<file path="src/rtl/mandelbrot_escape_counter_unit_assert.svh">
// assertion macros for the escape counter unit
// no dependencies; included by the rtl of the escape counter unit, which checks its own logic
`ifndef MANDELBROT_ESCAPE_COUNTER_UNIT_ASSERT_SVH
`define MANDELBROT_ESCAPE_COUNTER_UNIT_ASSERT_SVH

`ifndef SYNTHESIS
// same-cycle implication
`define MEC_ASSERT_IMP(label, clk, rst_n, pre, post) \
  label: assert property (@(posedge clk) disable iff (!rst_n) (pre) |-> (post)) \
    else $error("mec: same-cycle check failed");
// next-cycle implication
`define MEC_ASSERT_NXT(label, clk, rst_n, pre, post) \
  label: assert property (@(posedge clk) disable iff (!rst_n) (pre) |=> (post)) \
    else $error("mec: next-cycle check failed");
`else
`define MEC_ASSERT_IMP(label, clk, rst_n, pre, post)
`define MEC_ASSERT_NXT(label, clk, rst_n, pre, post)
`endif

`endif

</file>
<file path="src/rtl/mec_pkg.sv">
// shared constants, widths and types of the escape counter unit
// no dependencies
package mec_pkg;

  // fixed point format and image size
  localparam int FRAC_BITS = 28;
  localparam int MAX_DIM   = 4096;   // power of two, index wraps by masking

  // field widths
  localparam int IDX_W  = 12;
  localparam int ORG_W  = 32;
  localparam int STEP_W = 31;
  localparam int LIM_W  = 16;
  localparam int CFG_DATA_W = 32;
  localparam int CFG_IDX_W  = 3;

  // datapath widths
  localparam int MUL_W   = STEP_W;                 // shared multiplier operand width
  localparam int PROD_W  = 2 * MUL_W;
  localparam int PIDX_W  = IDX_W + STEP_W;         // index times step
  localparam int XW      = PIDX_W + 3;             // c and z, signed
  localparam int MAG_W   = FRAC_BITS + 2;          // magnitude up to 2.0
  localparam int SQ_W    = 2 * FRAC_BITS + 3;      // square of a magnitude up to 2.0
  localparam int DIFF_W  = SQ_W + 1;
  localparam int Q_W     = SQ_W - FRAC_BITS + 1;   // scaled 2xy

  localparam logic [IDX_W-1:0] DIM_MASK = IDX_W'(MAX_DIM - 1);
  localparam logic [XW-1:0]    TWO_FULL = XW'(2) << FRAC_BITS;
  localparam logic [MAG_W-1:0] TWO_MAG  = MAG_W'(2) << FRAC_BITS;
  localparam logic [SQ_W:0]    FOUR_SQ  = (SQ_W + 1)'(1) << (2 * FRAC_BITS + 2);

  // register indexes
  localparam logic [CFG_IDX_W-1:0] REG_REAL_ORIGIN     = 3'd0;
  localparam logic [CFG_IDX_W-1:0] REG_IMAG_ORIGIN     = 3'd1;
  localparam logic [CFG_IDX_W-1:0] REG_REAL_STEP       = 3'd2;
  localparam logic [CFG_IDX_W-1:0] REG_IMAG_STEP       = 3'd3;
  localparam logic [CFG_IDX_W-1:0] REG_ITERATION_LIMIT = 3'd4;

  // register reset values: window of -2 to 2 over 100 pixels, 1000 iterations
  localparam logic [ORG_W-1:0]  RST_REAL_ORIGIN     = 32'hE000_0000;
  localparam logic [ORG_W-1:0]  RST_IMAG_ORIGIN     = 32'hE000_0000;
  localparam logic [STEP_W-1:0] RST_REAL_STEP       = 31'd10737418;
  localparam logic [STEP_W-1:0] RST_IMAG_STEP       = 31'd10737418;
  localparam logic [LIM_W-1:0]  RST_ITERATION_LIMIT = 16'd1000;

  typedef enum logic [3:0] {
    ST_IDLE,
    ST_CRE,    // col * real_step
    ST_CIM,    // row * imag_step, real part of c
    ST_CADD,   // imaginary part of c
    ST_TEST,   // limit check, magnitudes
    ST_SQX,    // range check, x * x
    ST_SQY,    // y * y
    ST_XY,     // x * y, escape test
    ST_UPD,    // z update
    ST_FIN     // hand result to the output register
  } mec_state_t;

endpackage

</file>
<file path="src/rtl/mandelbrot_escape_counter_unit.sv">
// mandelbrot escape-time counter: one shared multiplier under a small sequencer
// depends on mec_pkg and mandelbrot_escape_counter_unit_assert.svh
//
// usage
//   input channel in_valid / in_stall carries one word: pixel column and row.
//   the word is taken when in_valid is high and in_stall is low. the unit maps
//   it to c = origin + index * step (signed q4.28), iterates z = z*z + c from
//   z = 0 while |z|^2 <= 4 and the count is below iteration_limit, and sends
//   one result word on out_valid / out_stall: the count, or 0 if the limit
//   was reached.
//   config writes (cfg_valid and cfg_ready high) go to registers 0..4: real
//   origin, imag origin, real step, imag step, iteration limit. other indexes
//   are dropped. write only while no pixel is in flight.
// timing
//   one 31x31 multiplier is shared by every product, so each full iteration
//   runs through five steps (limit check, x*x, y*y, x*y, update). in_stall
//   drops in the same cycle that the result word is loaded into the output register.
// reset and stall
//   rst_n (synchronous) returns the registers to their default window and
//   drops any pixel in flight. a stalled result waits in the output register
//   while the next pixel is already taken and computed.
`include "mandelbrot_escape_counter_unit_assert.svh"

module mandelbrot_escape_counter_unit (
  input  logic                           clk,
  input  logic                           rst_n,
  // pixel words
  input  logic                           in_valid,
  output logic                           in_stall,
  input  logic [mec_pkg::IDX_W-1:0]      in_pixel_col,
  input  logic [mec_pkg::IDX_W-1:0]      in_pixel_row,
  // result words
  output logic                           out_valid,
  input  logic                           out_stall,
  output logic [mec_pkg::LIM_W-1:0]      out_escape_count,
  // register writes
  input  logic                           cfg_valid,
  output logic                           cfg_ready,
  input  logic [mec_pkg::CFG_IDX_W-1:0]  cfg_index,
  input  logic [mec_pkg::CFG_DATA_W-1:0] cfg_data
);
  import mec_pkg::*;

  // configuration registers
  logic [ORG_W-1:0]  real_origin_r;
  logic [ORG_W-1:0]  imag_origin_r;
  logic [STEP_W-1:0] real_step_r;
  logic [STEP_W-1:0] imag_step_r;
  logic [LIM_W-1:0]  iteration_limit_r;

  // sequencer
  mec_state_t state_r, state_nxt;

  // per-pixel datapath
  logic [IDX_W-1:0]     col_r, row_r;
  logic signed [XW-1:0] cr_r, ci_r;        // point c
  logic signed [XW-1:0] x_r, y_r;          // point z
  logic [MAG_W-1:0]     ax_r, ay_r;        // |x|, |y| while in range
  logic                 big_r;             // |x| or |y| above 2.0
  logic                 pneg_r;            // sign of x*y
  logic [SQ_W-1:0]      xx_r;
  logic signed [DIFF_W-1:0] diff_r;        // x*x - y*y
  logic                 esc_r;             // |z|^2 above 4
  logic [LIM_W-1:0]     count_r;

  // shared multiplier
  logic [MUL_W-1:0]  mul_a, mul_b;
  logic [PROD_W-1:0] prod_r;

  // output register
  logic             out_valid_r;
  logic [LIM_W-1:0] out_escape_count_r;
  logic             out_load;

  // datapath terms
  logic [XW-1:0]        ax_full, ay_full;
  logic [SQ_W:0]        mag_sum;
  logic [Q_W-1:0]       q_mag;
  logic                 q_frac_nz;
  logic signed [XW-1:0] nx_ext, ny_ext;

  assign cfg_ready        = 1'b1;
  assign out_valid        = out_valid_r;
  assign out_escape_count = out_escape_count_r;

  // ---------------------------------------------------------------- config
  always_ff @(posedge clk) begin
    if (!rst_n) begin
      real_origin_r     <= RST_REAL_ORIGIN;
      imag_origin_r     <= RST_IMAG_ORIGIN;
      real_step_r       <= RST_REAL_STEP;
      imag_step_r       <= RST_IMAG_STEP;
      iteration_limit_r <= RST_ITERATION_LIMIT;
    end else if (cfg_valid && cfg_ready) begin
      unique case (cfg_index)
        REG_REAL_ORIGIN:     real_origin_r     <= cfg_data[ORG_W-1:0];
        REG_IMAG_ORIGIN:     imag_origin_r     <= cfg_data[ORG_W-1:0];
        REG_REAL_STEP:       real_step_r       <= cfg_data[STEP_W-1:0];
        REG_IMAG_STEP:       imag_step_r       <= cfg_data[STEP_W-1:0];
        REG_ITERATION_LIMIT: iteration_limit_r <= cfg_data[LIM_W-1:0];
        default: ;  // unknown index, write dropped
      endcase
    end
  end

  // ---------------------------------------------------------------- next state
  always_comb begin
    state_nxt = state_r;
    unique case (state_r)
      ST_IDLE: if (in_valid) state_nxt = ST_CRE;
      ST_CRE:  state_nxt = ST_CIM;
      ST_CIM:  state_nxt = ST_CADD;
      ST_CADD: state_nxt = ST_TEST;
      ST_TEST: state_nxt = (count_r == iteration_limit_r) ? ST_FIN : ST_SQX;
      ST_SQX:  state_nxt = big_r ? ST_FIN : ST_SQY;
      ST_SQY:  state_nxt = ST_XY;
      ST_XY:   state_nxt = ST_UPD;
      ST_UPD:  state_nxt = esc_r ? ST_FIN : ST_TEST;
      ST_FIN:  if (out_load) state_nxt = ST_IDLE;
      default: state_nxt = ST_IDLE;
    endcase
  end

  // ---------------------------------------------------------------- outputs
  always_comb begin
    in_stall = (state_r != ST_IDLE);
    out_load = (state_r == ST_FIN) && (!out_valid_r || !out_stall);
    mul_a    = '0;
    mul_b    = '0;
    unique case (state_r)
      ST_CRE: begin
        mul_a = MUL_W'(col_r);
        mul_b = real_step_r;
      end
      ST_CIM: begin
        mul_a = MUL_W'(row_r);
        mul_b = imag_step_r;
      end
      ST_SQX: begin
        mul_a = MUL_W'(ax_r);
        mul_b = MUL_W'(ax_r);
      end
      ST_SQY: begin
        mul_a = MUL_W'(ay_r);
        mul_b = MUL_W'(ay_r);
      end
      ST_XY: begin
        mul_a = MUL_W'(ax_r);
        mul_b = MUL_W'(ay_r);
      end
      default: ;
    endcase
  end

  // magnitudes of z, taken in the limit-check step
  assign ax_full = x_r[XW-1] ? XW'(-x_r) : XW'(x_r);
  assign ay_full = y_r[XW-1] ? XW'(-y_r) : XW'(y_r);

  // |z|^2 from x*x (registered) and y*y (fresh product)
  assign mag_sum = {1'b0, xx_r} + {1'b0, prod_r[SQ_W-1:0]};

  // floor((x*x - y*y) / 2^frac) is an arithmetic shift of the difference
  assign nx_ext = XW'(signed'(diff_r[DIFF_W-1:FRAC_BITS]));

  // floor(+-2xy / 2^frac): magnitude shifted, negated with a ceiling when negative
  assign q_mag     = prod_r[SQ_W-1:FRAC_BITS-1];
  assign q_frac_nz = |prod_r[FRAC_BITS-2:0];
  assign ny_ext    = pneg_r ? (signed'(~XW'(q_mag)) + XW'(!q_frac_nz))
                            : signed'(XW'(q_mag));

  // ---------------------------------------------------------------- control regs
  always_ff @(posedge clk) begin
    if (!rst_n) begin
      state_r     <= ST_IDLE;
      out_valid_r <= 1'b0;
    end else begin
      state_r <= state_nxt;
      if (out_load) begin
        out_valid_r <= 1'b1;
      end else if (!out_stall) begin
        out_valid_r <= 1'b0;
      end
    end
  end

  // ---------------------------------------------------------------- datapath regs
  always_ff @(posedge clk) begin
    prod_r <= mul_a * mul_b;
    if (out_load) begin
      out_escape_count_r <= (count_r == iteration_limit_r) ? '0 : count_r;
    end
    unique case (state_r)
      ST_IDLE: begin
        col_r   <= in_pixel_col & DIM_MASK;
        row_r   <= in_pixel_row & DIM_MASK;
        x_r     <= '0;
        y_r     <= '0;
        count_r <= '0;
      end
      ST_CIM: begin
        cr_r <= XW'(signed'(real_origin_r)) + signed'(XW'(prod_r[PIDX_W-1:0]));
      end
      ST_CADD: begin
        ci_r <= XW'(signed'(imag_origin_r)) + signed'(XW'(prod_r[PIDX_W-1:0]));
      end
      ST_TEST: begin
        ax_r   <= ax_full[MAG_W-1:0];
        ay_r   <= ay_full[MAG_W-1:0];
        big_r  <= (ax_full > TWO_FULL) || (ay_full > TWO_FULL);
        pneg_r <= x_r[XW-1] ^ y_r[XW-1];
      end
      ST_SQY: begin
        xx_r <= prod_r[SQ_W-1:0];
      end
      ST_XY: begin
        esc_r  <= (mag_sum > FOUR_SQ);
        diff_r <= signed'({1'b0, xx_r}) - signed'({1'b0, prod_r[SQ_W-1:0]});
      end
      ST_UPD: begin
        if (!esc_r) begin
          x_r     <= nx_ext + cr_r;
          y_r     <= ny_ext + ci_r;
          count_r <= count_r + 1'b1;
        end
      end
      default: ;
    endcase
  end

  // ---------------------------------------------------------------- checks
  `MEC_ASSERT_IMP(a_count_within_limit, clk, rst_n, state_r != ST_IDLE, count_r <= iteration_limit_r)
  `MEC_ASSERT_IMP(a_square_in_range, clk, rst_n, state_r == ST_SQY, ax_r <= TWO_MAG && ay_r <= TWO_MAG)
  `MEC_ASSERT_NXT(a_accept_starts_map, clk, rst_n, in_valid && !in_stall, state_r == ST_CRE)
  `MEC_ASSERT_NXT(a_load_frees_unit, clk, rst_n, out_load, out_valid_r && state_r == ST_IDLE)

endmodule

</file>
<file path="config.mk">
export PLATFORM = sky130hd
export DESIGN_NAME = mandelbrot_escape_counter_unit
export DESIGN_NICKNAME = d
export VERILOG_FILES = /design/src/rtl/mec_pkg.sv /design/src/rtl/mandelbrot_escape_counter_unit.sv
export VERILOG_INCLUDE_DIRS = /design/src /design/src/rtl
export SDC_FILE = /design/constraint.sdc
export NUM_CORES = 2
export LEC_CHECK = 0
export BUFFER_PORTS_ARGS = -buffer_cell sky130_fd_sc_hd__buf_2
export CORE_MARGIN = 8
export CORE_UTILIZATION = 35
export DETAILED_ROUTE_END_ITERATION = 10
export PLACE_DENSITY_LB_ADDON = 0.1
export SYNTH_ARGS = -nofsm -noshare
export SYNTH_HDL_FRONTEND = slang
export SYNTH_SLANG_ARGS = --single-unit
</file>
<file path="constraint.sdc">
create_clock -name clk -period 18.15 [get_ports clk]
set_input_delay 1.815 -clock clk [delete_from_list [all_inputs] [get_ports clk]]
set_output_delay 1.815 -clock clk [all_outputs]
set_load 0.02 [all_outputs]
</file>
# Word level (Yosys, flattened, before mapping)
# Cells that the tools add are included.
[classes]
magnitude_cmp = 3
muxes = 19
n_eq_ne = 18
addsub = 10
n_reduce_logical = 20
n_bitwise = 2
multipliers = 1
[op_table]
columns = ["op", "count"]
rows = [
  ["$mux 46", 5],
  ["$pmux 46 s2", 2],
  ["$pmux 31 s4", 1],
  ["$pmux 30 s4", 1],
  ["$gt 46x30->1 const B", 2],
  ["$neg 46->46", 2],
  ["$add 32x44->45", 2],
  ["$add 59x59->60", 1],
  ["$gt 60x59->1 const B", 1],
  ["$sub 59x59->60", 1],
  ["$mul 30x31->59", 1],
  ["$add 32x46->46", 1],
  ["$add 46x1->46", 1],
  ["$add 46x46->46", 1],
  ["$not 32->46", 1],
  ["$pmux 4 s10", 1],
  ["$pmux 16 s2", 1],
  ["$reduce_or 27->1", 1],
  ["$mux 4", 5],
  ["$add 16x1->16 const B", 1],
  ["$eq 16x16->1", 1],
  ["$eq 4x3->1 const B", 4],
  ["$mux 16", 1],
  ["$reduce_and 2->1", 7],
  ["other kinds (18)", 28],
]
[word_totals]
regBits = 628
elab_cells = 96

# Longest topological paths before layout
[logic_depth]
depth_word = 7
mapped_depth = 41
depth_no_buf = 35

# Worst setup path after synthesis
# OpenSTA, ideal clock, no wires.
[synth_timing]
path_kind = "reg2reg"
from = "reg state_r[1]"
to = "reg count_r[0] (enable)"
t_required_ns = 16.999
path_stages_with_launch = 3
n_path_buf = 1
setup_time_ns = 1.151
period_less_slack_ns = 18.462
t_arrival_ns = 17.311
setup_slack_ns = -0.312
cell_sequence = "dfxtp_1 -> clkbuf_1 -> a2111oi_0"
[synth_between]
elab_chain_cells = 3
[synth_lines]
columns = ["item", "line_no", "text"]
rows = [
  ["start: declaration", "mandelbrot_escape_counter_unit.sv:52", "mec_state_t state_r, state_nxt;"],
  ["start signal: assignment", "mandelbrot_escape_counter_unit.sv:177", "state_r <= state_nxt;"],
  ["$eq 4x4->1 / $logic_not 4->1 (equally long branches)", "mandelbrot_escape_counter_unit.sv:192", "unique case (state_r)"],
  ["$ne 2x2->1 (no source line) / $reduce_bool 2->1 (equally long branches)", "--", ""],
  ["$reduce_and 2->1 (no source line) (*)", "--", ""],
  ["end signal: assignment", "mandelbrot_escape_counter_unit.sv:223", "count_r <= count_r + 1'b1;"],
  ["end: declaration", "mandelbrot_escape_counter_unit.sv:64", "logic [LIM_W-1:0] count_r;"],
]
# Mark *: on every way between the ends. The rest lies on a longest branch, timed or not.
# A chain may end at the register's enable or synchronous reset.

# Final worst setup path
[layout_timing]
from = "reg state_r[2]"
to = "reg prod_r[43]"
[layout_between]
elab_chain_cells = 4
[layout_lines]
columns = ["item", "line_no", "text"]
rows = [
  ["$eq 4x3->1", "mandelbrot_escape_counter_unit.sv:130", "unique case (state_r)"],
  ["$reduce_or 2->1 (no source line)", "--", ""],
  ["$pmux 30 s4 / $pmux 31 s4 (equally long branches)", "mandelbrot_escape_counter_unit.sv:130", ""],
  ["$mul 30x31->59 (*)", "mandelbrot_escape_counter_unit.sv:188", "prod_r <= mul_a * mul_b;"],
  ["end signal: assignment", "mandelbrot_escape_counter_unit.sv:188", ""],
  ["end: declaration", "mandelbrot_escape_counter_unit.sv:68", "logic [PROD_W-1:0] prod_r;"],
]
# Marked as above.

==> metrics.txt <==
# TYPE chip_impl_metric gauge
chip_impl_info{name="timing_worst_setup_path_type",value="reg -> reg"} 1
chip_impl_metric{name="hold_violations",unit=""} 0
chip_impl_metric{name="r2r.worst_path.cells",unit=""} 30
chip_impl_metric{name="io_buffers",unit=""} 81
chip_impl_info{name="min_path_type",value="reg -> reg"} 1
chip_impl_metric{name="reg2reg_setup_slack",unit="ps"} 6610
chip_impl_metric{name="detailed_place_hpwl",unit="mm"} 213
chip_impl_metric{name="area.sequential",unit="um^2"} 15900
chip_impl_metric{name="vias_in_the_first_global_route",unit=""} 57100
chip_impl_info{name="most-common-layout-cells",value="inv_1, nand2_1, nor2_1"} 1
chip_impl_metric{name="core",unit="um^2"} 194000
chip_impl_metric{name="ys.warnings.count",unit=""} 0
chip_impl_metric{name="grt-ovfl-total",unit=""} 0
chip_impl_metric{name="post-cts-setup-buffers",unit=""} 0
chip_impl_metric{name="layout.nets",unit=""} 9104
chip_impl_metric{name="cellLeakagePower",unit="nW"} 32.2
chip_impl_metric{name="synth-seq-cells",unit=""} 598
chip_impl_metric{name="vias",unit=""} 56400
chip_impl_metric{name="numCtsBuffers",unit=""} 79
chip_impl_info{name="cp-start-kind",value="register"} 1
chip_impl_metric{name="vdd_drop_max",unit="V"} 0.0000775
chip_impl_metric{name="finalSetupViolations",unit=""} 0
chip_impl_metric{name="wire_length_of_the_first_global_routing_pass",unit="mm"} 392
chip_impl_info{name="setup.worst_path.end",value="prod_r[43]"} 1
chip_impl_metric{name="drt-pass1-iter-count",unit=""} 5
chip_impl_metric{name="wire_per_inst",unit="um"} 25.9
chip_impl_metric{name="grtUsageTotal",unit="%"} 25.0
chip_impl_info{name="path_common_cell",value="fa_1"} 1
chip_impl_metric{name="post_synth_inst_count",unit=""} 7724
chip_impl_metric{name="finalWorstPathRequiredPeriod",unit="ps"} 11540
chip_impl_info{name="crit_start",value="state_r[2]"} 1
chip_impl_metric{name="slew-limit-headroom",unit="%"} 18.0
chip_impl_metric{name="fp-row-count",unit=""} 162
chip_impl_info{name="status",value="completed"} 1
chip_impl_metric{name="power_density",unit="nW/um^2"} 72.6
chip_impl_metric{name="top_level_ports",unit=""} 83
chip_impl_metric{name="max_slew.worst_pin.slew",unit="ps"} 1230
chip_impl_metric{name="synth_cell_types",unit=""} 91
chip_impl_metric{name="n_fill_cell",unit=""} 19800
chip_impl_metric{name="synth.top_cell.area_share",unit="%"} 23.8
chip_impl_metric{name="die_area",unit="um^2"} 210000
chip_impl_metric{name="vias_per_instance",unit=""} 5.47
chip_impl_metric{name="dieWidth",unit="um"} 458
chip_impl_info{name="synth_flop_cell",value="edfxtp_1"} 1
chip_impl_metric{name="async_reset_ff_share",unit="%"} 0
chip_impl_info{name="yosys-top-cells-area",value="fa_1, edfxtp_1, ha_1, dfxtp_1, inv_1"} 1
chip_impl_metric{name="numClockSinks",unit=""} 598
chip_impl_metric{name="route.antenna.remaining_nets",unit=""} 0
chip_impl_metric{name="drv.max_cap_violation_count",unit=""} 0
chip_impl_metric{name="route.detailed.drc",unit=""} 0
chip_impl_metric{name="detailedRoute.firstIterationViolations",unit=""} 4445
chip_impl_metric{name="synthesis.area",unit="um^2"} 68300
chip_impl_metric{name="floorplan.die.height",unit="um"} 458
chip_impl_metric{name="critPathMaxFanout",unit=""} 50
chip_impl_metric{name="cts_buffer_depth",unit=""} 3
chip_impl_info{name="end_kind",value="register"} 1
chip_impl_metric{name="synth.yosys.seq_area_share",unit="%"} 23.3
chip_impl_info{name="cts_tree",value="done"} 1
chip_impl_info{name="critical_path.slowest_cell",value="nor2b_4"} 1
chip_impl_metric{name="drv_slew",unit=""} 0
chip_impl_metric{name="timing.critical_path.required",unit="ps"} 18700
chip_impl_metric{name="clk_pin_slew_worst_paths",unit="ps"} 60
chip_impl_metric{name="critPathMaxStageDelay",unit="ps"} 880
chip_impl_metric{name="cts.repair.resized",unit=""} 0
chip_impl_metric{name="multiInputGateArea",unit="um^2"} 47400
chip_impl_info{name="mostFrequentLayoutCell",value="inv_1"} 1
chip_impl_metric{name="grt_antenna_before_repair",unit=""} 15
chip_impl_metric{name="postRouteWirelength",unit="mm"} 267
chip_impl_metric{name="fraction_of_layout_cells_with_a_size_suffix_above_1",unit="%"} 5.34
chip_impl_metric{name="grt_max_degree",unit=""} 80
chip_impl_metric{name="post-route-period-util",unit="%"} 63.6
chip_impl_metric{name="avgSynthCellArea",unit="um^2"} 8.84
chip_impl_metric{name="areaGrowthSynthToFinish",unit="%"} 9.01
chip_impl_metric{name="report.power.total",unit="W"} 0.00540
chip_impl_info{name="worst_r2r_startpoint",value="state_r[2]"} 1
chip_impl_info{name="grt_setup_unrepaired",value="false"} 1
chip_impl_info{name="synth.largest_area_cell",value="fa_1"} 1
chip_impl_info{name="reg2reg_to",value="prod_r[43]"} 1
chip_impl_metric{name="finalClockSkew",unit="ps"} 54.8
chip_impl_metric{name="clkLatencyLatePin",unit="ps"} 700
chip_impl_metric{name="worst-endpoint-arrival",unit="ps"} 12090
chip_impl_metric{name="synth-edff-count",unit=""} 392
chip_impl_metric{name="cts_hold_buf",unit=""} 0
chip_impl_info{name="clockRootBuffer",value="clkbuf_16"} 1
chip_impl_metric{name="htreeDepth",unit=""} 3
chip_impl_metric{name="clock.fmax",unit="GHz"} 0.0867
chip_impl_metric{name="floorplan.initialDensity",unit="%"} 35.1
chip_impl_metric{name="setup_total_negative_slack",unit="ps"} 0
chip_impl_metric{name="place_congestion",unit=""} 0.940
-- power breakdown --
group          switching, W  internal, W
Clock              0.000690     0.000952
Sequential         0.000156      0.00161
Combinational       0.00133     0.000671
Total               0.00218      0.00323
-- metal layers --
| metal | GRT usage, % | part of all wire (%) | vias up |
|---|---|---|---|
| li1 | - | - | 25600 |
| met1 | 34.4 | 45 | 28500 |
| met2 | 39.4 | 44 | 1880 |
| met3 | 3.86 | 6.2 | 421 |
| met4 | 9.68 | 4.6 | 2 |
| met5 | 0 | 0.0064 | - |
-- worst min path at each step --
stage | from | to | slack, ps | cells after the start
global placement | imag_step_r[23] | imag_step_r[23] | 450 | 2
global route | real_step_r[20] | real_step_r[20] | 490 | 2
floorplan | prod_r[58] | xx_r[58] | 430 | 0
finish | imag_step_r[11] | imag_step_r[11] | 470 | 2
CTS | real_step_r[11] | real_step_r[11] | 470 | 2
detailed placement | real_step_r[11] | real_step_r[11] | 460 | 2
-- state kept, by name, indices dropped and copies added (netlist names), 16 cells and up --
register,flops
prod_r,59
xx_r,59
x_r,46
y_r,46
ci_r,45
cr_r,45
diff_r,32
imag_origin_r,32
real_origin_r,32
imag_step_r,31
real_step_r,31
ax_r,30
ay_r,30
count_r,16
iteration_limit_r,16
out_escape_count,16
-- critical path: cells and delay by family (launching register included) --
kind | cells | cell delay [ps]
DFF | 1 | 530
and+or+nand+nor | 8 | 2810
buffers and inverters | 4 | 710
adders and majority gates | 9 | 3850
xor gates and xnor gates | 1 | 260
AOI/OAI and AO/OA | 8 | 3200
-- through the flow --
step / hold WS (ps) / worst slack, ps / cells / utilization (%) / cell area (um^2)
after CTS: 466 / 6630 / 10300 / 38.3 / 74500
final: 468 / 6610 / 10300 / 38.3 / 74500
after floorplan: 432 / 5060 / 7739 / - / 68400
after global routing: 485 / 6080 / 10300 / 38.3 / 74500
after global placement: 451 / 6730 / 10200 / 36.9 / 71800
after detailed placement: 458 / 6730 / 10200 / 36.9 / 71800
-- Yosys cell counts (45+ instances only) --
library cell,instances
nor3_1,108
edfxtp_1,392
o31ai_1,62
a22oi_1,48
o21ai_0,221
o21bai_1,52
a21o_1,150
a211oi_1,45
clkbuf_1,315
nor2_1,869
ha_1,535
xor2_1,110
a21boi_0,116
nand4_1,96
a21oi_1,342
nor2b_1,61
nor4_1,81
xnor2_1,252
dfxtp_1,206
nand3_1,136
fa_1,812
inv_1,1044
nand2b_1,70
nand2_1,1018
-- cell type report --
type | count | share of cell area, %
tap | 2542 | 4.27
timing repair buffer | 211 | 1.86
antenna | 4 | 0.0134
clock inverter | 50 | 0.733
inverter | 1045 | 5.27
multi-input combinational | 5758 | 63.6
clock buffer | 98 | 2.88
sequential | 598 | 21.3
-- cells by family (layout without fill, tap and decap cells) --
kind of cell	count (synthesis)	in the layout	share of synthesized area (%)
AO/OA/AOI/OAI	1352	1352	13.3
XOR/XNOR	362	362	4.64
adder cells (fa/ha/maj)	1347	1347	33.6
buffers and inverters	1383	1404	7.61
flip-flops	598	598	23.3
multiplexers	16	16	0.238
other	2	21	0.0110
AND/OR/NAND/NOR	2664	2664	17.4
Note: power is estimated with default switching activity, not from simulation.
